$ cat config.mk
export PLATFORM = sky130hd
export DESIGN_NAME = irb_queue
export DESIGN_NICKNAME = d
export VERILOG_FILES = /design/src/rtl/irb_pkg.sv /design/src/rtl/irb_queue.sv
export SDC_FILE = /design/constraint.sdc
export NUM_CORES = 1
export LEC_CHECK = 0
export ABC_AREA = 0
export BUFFER_PORTS_ARGS = -buffer_cell sky130_fd_sc_hd__buf_2
export CELL_PAD_IN_SITES_DETAIL_PLACEMENT = 0
export CELL_PAD_IN_SITES_GLOBAL_PLACEMENT = 1
export CORE_MARGIN = 2
export CORE_UTILIZATION = 45
export DETAILED_ROUTE_END_ITERATION = 10
export PLACE_DENSITY_LB_ADDON = 0.08
export SYNTH_ARGS = -nofsm -noshare
export SYNTH_HDL_FRONTEND = slang
export SYNTH_SLANG_ARGS = --single-unit
$ cat constraint.sdc
create_clock -name clk -period 9.02 [get_ports clk]
set_input_delay 2.255 -clock clk [delete_from_list [all_inputs] [get_ports clk]]
set_output_delay 2.255 -clock clk [all_outputs]
set_load 0.02 [all_outputs]
$ cat src/rtl/irb_pkg.sv
// Shared types, constants and the divider step of the bilinear image scaler.
`default_nettype none

package irb_pkg;

    // Fixed geometry
    localparam int SRC_IDX_W  = 8;                       // source column/row index
    localparam int SRC_SIDE_W = 9;                       // source size register
    localparam int DST_SIDE_W = 11;                      // target size register
    localparam int CRD_W      = 10;                      // request/write coordinate
    localparam int FRAC_BITS  = 8;
    localparam int Q_W        = SRC_IDX_W + FRAC_BITS;   // quotient bits kept
    localparam int NUM_W      = CRD_W + SRC_SIDE_W + FRAC_BITS;  // dividend bits
    localparam int DIV_STEPS  = NUM_W;
    localparam int PIX_W      = 32;
    localparam int CHAN_N     = 4;
    localparam int CH_CNT_W   = 3;
    localparam int ADDR_W     = 2 * SRC_IDX_W;
    localparam int QUEUE_DEPTH = 4;

    localparam logic [SRC_SIDE_W-1:0] MAX_SRC_SIDE = 9'd256;
    localparam logic [DST_SIDE_W-1:0] MAX_DST_SIDE = 11'd1024;
    localparam logic [CH_CNT_W-1:0]   MAX_CHANNELS = 3'd4;

    // Register indexes
    localparam logic [2:0] REG_SRC_W  = 3'd0;
    localparam logic [2:0] REG_SRC_H  = 3'd1;
    localparam logic [2:0] REG_DST_W  = 3'd2;
    localparam logic [2:0] REG_DST_H  = 3'd3;
    localparam logic [2:0] REG_CH_CNT = 3'd4;

    // Operation codes
    localparam logic OP_WRITE   = 1'b0;
    localparam logic OP_REQUEST = 1'b1;

    // Effective (clamped) configuration
    typedef struct packed {
        logic [SRC_SIDE_W-1:0] sw;
        logic [SRC_SIDE_W-1:0] sh;
        logic [DST_SIDE_W-1:0] tw;
        logic [DST_SIDE_W-1:0] th;
        logic [CH_CNT_W-1:0]   nc;
    } cfg_t;

    // One classified operation between front and back
    typedef struct packed {
        logic                 is_req;
        logic [SRC_IDX_W-1:0] x0;
        logic [SRC_IDX_W-1:0] x1;
        logic [SRC_IDX_W-1:0] y0;
        logic [SRC_IDX_W-1:0] y1;
        logic [FRAC_BITS-1:0] fx;
        logic [FRAC_BITS-1:0] fy;
        logic [PIX_W-1:0]     data;
    } entry_t;

    // One restoring-division step: returns {quotient bit, new remainder}
    function automatic logic [DST_SIDE_W:0] div_step(
        input logic [DST_SIDE_W-1:0] rem,
        input logic                  nbit,
        input logic [DST_SIDE_W-1:0] dvs
    );
        logic [DST_SIDE_W:0] t;
        logic [DST_SIDE_W:0] d;
        t = {rem, nbit};
        d = {1'b0, dvs};
        if (t >= d)
            div_step = {1'b1, DST_SIDE_W'(t - d)};
        else
            div_step = {1'b0, t[DST_SIDE_W-1:0]};
    endfunction

endpackage

`default_nettype wire

$ cat src/rtl/irb_queue.sv
// Short queue of classified operations between front and back.
`default_nettype none

module irb_queue (
    input  wire logic            clk,
    input  wire logic            rst_n,
    input  wire logic            push,
    input  wire irb_pkg::entry_t push_entry,
    output logic                 full,
    input  wire logic            pop,
    output irb_pkg::entry_t      head,
    output logic                 empty
);

    localparam int D  = irb_pkg::QUEUE_DEPTH;
    localparam int PW = $clog2(D);

    irb_pkg::entry_t slot_reg [0:D-1];
    logic [PW-1:0]   wr_ptr_reg;
    logic [PW-1:0]   rd_ptr_reg;
    logic [PW:0]     count_reg;

    assign full  = count_reg == (PW+1)'(D);
    assign empty = count_reg == '0;
    assign head  = slot_reg[rd_ptr_reg];

    // Pointers and fill level
    always_ff @(posedge clk or negedge rst_n)
    begin
        if (!rst_n)
        begin
            wr_ptr_reg <= '0;
            rd_ptr_reg <= '0;
            count_reg  <= '0;
        end
        else
        begin
            if (push)
                wr_ptr_reg <= wr_ptr_reg + 1'b1;
            if (pop)
                rd_ptr_reg <= rd_ptr_reg + 1'b1;
            if (push && !pop)
                count_reg <= count_reg + 1'b1;
            else if (pop && !push)
                count_reg <= count_reg - 1'b1;
        end
    end

    // Storage
    always_ff @(posedge clk)
    begin
        if (push)
            slot_reg[wr_ptr_reg] <= push_entry;
    end

    a_no_overflow: assert property (@(posedge clk) disable iff (!rst_n)
        !(push && full && !pop))
        else $error("queue push while full");

    a_no_underflow: assert property (@(posedge clk) disable iff (!rst_n)
        !(pop && empty))
        else $error("queue pop while empty");

endmodule

`default_nettype wire

# After elaboration in Yosys (flattened, before gate mapping)
# Memory sizes are Yosys's and may differ from the RTL's.
# Index checks and enable logic that the tools add are counted.
# word_totals
register_bits,7
memories,1
elab_cells,19
ram_bits,324
output_inout_bits,83
# op_classes
n_reduce_logical,6
eq_ne,1
mux,4
add_sub_neg,4
# memory_table
name,depth,width,rd,rd_ports_with_merged_regs,wr,line,text
slot_reg,4,81,1,0,1,irb_queue.sv:18,irb_pkg::entry_t slot_reg [0:D-1];
# ops
operator,n
$mux 3,2
$add 2x1->2 const B,2
$add 3x1->3 const B,1
$eq 3x3->1 const B,1
$logic_not 3->1,1
$sub 3x1->3 const B,1
$logic_and 1x1->1,2
$logic_not 1->1,2
$mux 1,2
$reduce_bool 2->1,1

# Depth between registers and ports, before layout
# depth
ltp_word,4
ltp_mapped,7
mapped_depth_nobuf,7

# Least setup slack after synthesis
# No wires, ideal clock.
# synth_timing
kind,in2reg
from,in push
to,"mem slot_reg[1][0] (netlist bit), enable pin"
arrival_ns,4.140
n_path_buf,0
t_required_ns,8.572
setup_slack_ns,4.432
stages,1
cell_sequence,and2_1
# synth_via
elab_chain_cells,2
# synth_rtl
item,line,text
"start, declared",irb_queue.sv:7,"input wire logic push,"
$mux 1,irb_queue.sv:52,if (push)
$mux 1 (implied by the code),irb_queue.sv:53,slot_reg[wr_ptr_reg] <= push_entry;
"end, declared",irb_queue.sv:18,
# Every way passes these cells.

==> results.md <==
- Crit-path max cell delay: 1.17 ns
- Setup WS post-layout: 3.57 ns
- DIE HEIGHT: 168 um
- Yosys reg bits: 331
- Clk_lat worst skew: 0.50 ns
- Vias in the first global route: 5,928
- IO Pins: 168
- Vias per cell: 5.31
- Synth warnings: 0
- Rows: 59
- TritonCTS clock tree: built
- Max clock buf depth: 3
- Num CTS Buffers: 35
- Setup TNS: 0 ns
- Worst slack at placement: 3.95 ns
- Layout cells sized above 1: 46.1%
- Routed vias: 5,375
- Post_cts resized: 0
- Placement-stage cell area: 13,300 um^2
- IO buf count: 167
- Initial antenna violation count: 2
- Slew at the pin with the worst max-slew slack: 1.13 ns
- Final RePlAce weighted congestion: 0.688
- Flip-flop count of the largest register after layout: 324
- Post-DR wirelength/cell: 22.1 um
- CP Cell Sequence: buf_4 -> mux4_2 -> buf_2
- Syn nets: 548
- Pin count of the biggest net entering global routing: 54
- Main synth FF type: edfxtp_1
- GRT overflow: 0
- Core area: 26,200 um^2
- Dpl hpwl: 12.8 mm
- Post-synthesis cell count: 457
- DIE AREA: 28,200 um^2
- Initial Util: 46.1%
- Slew margin rel.: 24.9%
- Fin. Hold Viols: 0
- Finish-stage setup viols: 0
- Post-synthesis sequential area ratio: 81.9%
- Crit path max fanout: 53
- Drt total wl: 22.3 mm
- Drt drc: 0
- Initial detailed-routing violation count: 400
- Remaining antenna violation count after routing: 0
- First-pass GRT wire length: 34.3 mm
- WP data required: 6.77 ns
- Highest Clock Rate: 0.183 GHz
- Syn avg cell area: 26.4 um^2
- CTS Hold Bufs: 0
- Placed Cells incl. Taps: 947
- Final hold slack: 0.490 ns
- Crit path time final: 5.45 ns
- Final cell count without fillers: 1,012
- Clock-pin slew on the worst setup and hold paths: 0.06 ns
- RSZ-0062 raised after global routing: no
- Design area: 14,400 um^2
- Mapped Area: 12,100 um^2
- Post-synth top cells: 324 x edfxtp_1, 81 x mux4_2, 9 x buf_2, 8 x buf_6, 7 x dfrtp_1
- Max-cap violations: 0
- PD cells: 345 nW/um^2
- Top post-synthesis cells by area: edfxtp_1 80%, mux4_2 15%, dfrtp_1 1.4%
- Worst Skew: 0.0159 ns
- Slew Limit Fails: 0
- EDFF count, synth: 324
- Clock sink total: 331
- Die W: 168 um
- Critical Path Source Type: flip-flop
- Cell taking the most area after synthesis: edfxtp_1
- Bufs and invs on worst path: 2
- Share of the synthesized area in the top cell type: 80.5%
- Asr flop ratio synth: 2.11%
- # Post-CTS Setup Buffers: 0
- Most common cell in the synthesized netlist: edfxtp_1
- Pre-antenna DRT Iters: 4
- Status: complete, no violations
- Worst path arrival time: 3.20 ns
- WS Path Type: reg2out
- Area grow syn2layout: 19.2%
- Nets: 740
- Worst path top cell family by delay: flip-flops
- Final Cycle Share: 60.4%
- Root Buffer: clkbuf_16
- Leakage power total: 0.00495 uW
- Critical Path End Type: primary output
- Slowest-stage cell, CP: dfrtp_4
- H-tree Lvls: 2
- VDD IR max: 0.187 mV
- Distinct cells, synth: 18
- All-Layer GR Usage: 16.1%
- Min-Delay Path Class: reg2reg
-- cell type report --
class | instances | area [um^2]
antenna | 2 | 5.00
clock buffer | 39 | 933
clock inverter | 24 | 206
fill | 1994 | 11800
inverter | 4 | 15.0
multi-input combinational | 104 | 2030
sequential | 331 | 9910
tap | 335 | 419
timing repair buffer | 173 | 881
-- metal layers --
metal,track usage (%),wire [um],vias up
met3,4.11,1360,42
met5,0,11,-
li1,-,-,2357
met2,27.0,11100,142
met1,21.0,9400,2832
met4,4.84,476,2
-- power breakdown --
part           internal [uW]  switching (uW)
registers               2010             191
clock network            856             553
logic                    584             777
-- worst register-to-register path, delay by kind of cell, from the launching register on --
family | cells | cell delay [ns]
buf+inv | 2 | 0.80
simple gates | 1 | 0.54
flops | 1 | 0.42
fa+ha+maj | 1 | 0.15
-- cells in the final DEF (no fill, tap or decap) --
master / n
nand2_1: 2
mux4_2: 81
nor3_1: 1
clkbuf_1: 2
clkinv_2: 9
nor2_1: 1
bufinv_16: 4
clkbuf_16: 37
xnor2_1: 2
edfxtp_1: 324
dfrtp_1: 5
and2_4: 4
buf_4: 6
diode_2: 2
clkinv_1: 11
inv_1: 4
ha_1: 5
dfrtp_4: 2
o21ai_0: 1
nor3b_1: 1
fa_1: 1
mux2_2: 1
buf_2: 167
xor2_1: 4
-- path summary, 6_finish.rpt --
path,cells past startpoint,slack (ns),to,start
max,3,3.57,head[46],rd_ptr_reg[0]
min,1,0.49,count_reg[2],count_reg[2]
max reg2reg,4,6.70,slot_reg[0][52],wr_ptr_reg[0]
min reg2reg,1,0.49,count_reg[2],count_reg[2]
min in group asynchronous,1,1.58,wr_ptr_reg[0],rst_n
max in group asynchronous,1,7.26,rd_ptr_reg[0],rst_n
-- stage by stage --
| stage | total power [uW] | utilization, % |
|---|---|---|
| 2_1_floorplan | 3200 | - |
| 3_3_place_gp | 3630 | 50.6 |
| 3_5_place_dp | 3640 | 50.6 |
| 4_1_cts | 5060 | 55.0 |
| 5_1_grt | 5200 | 55.0 |
| 6_report | 4970 | 55.0 |
-- cell families (layout without fill, tap and decap cells) --
logic type               Yosys count  count (layout)  share of synthesized area [%]
AO/OA/AOI/OAI                      1               1                         0.0414
XOR/XNOR                           6               6                          0.435
adder cells (fa/ha/maj)            6               6                          0.683
buffers and inverters             22             240                           1.30
flip-flops                       331             331                           81.9
multiplexers                      82              82                           15.2
other                              0               2                              0
AND/OR/NAND/NOR                    9               9                          0.404
Power figures use the tool's default switching activity.
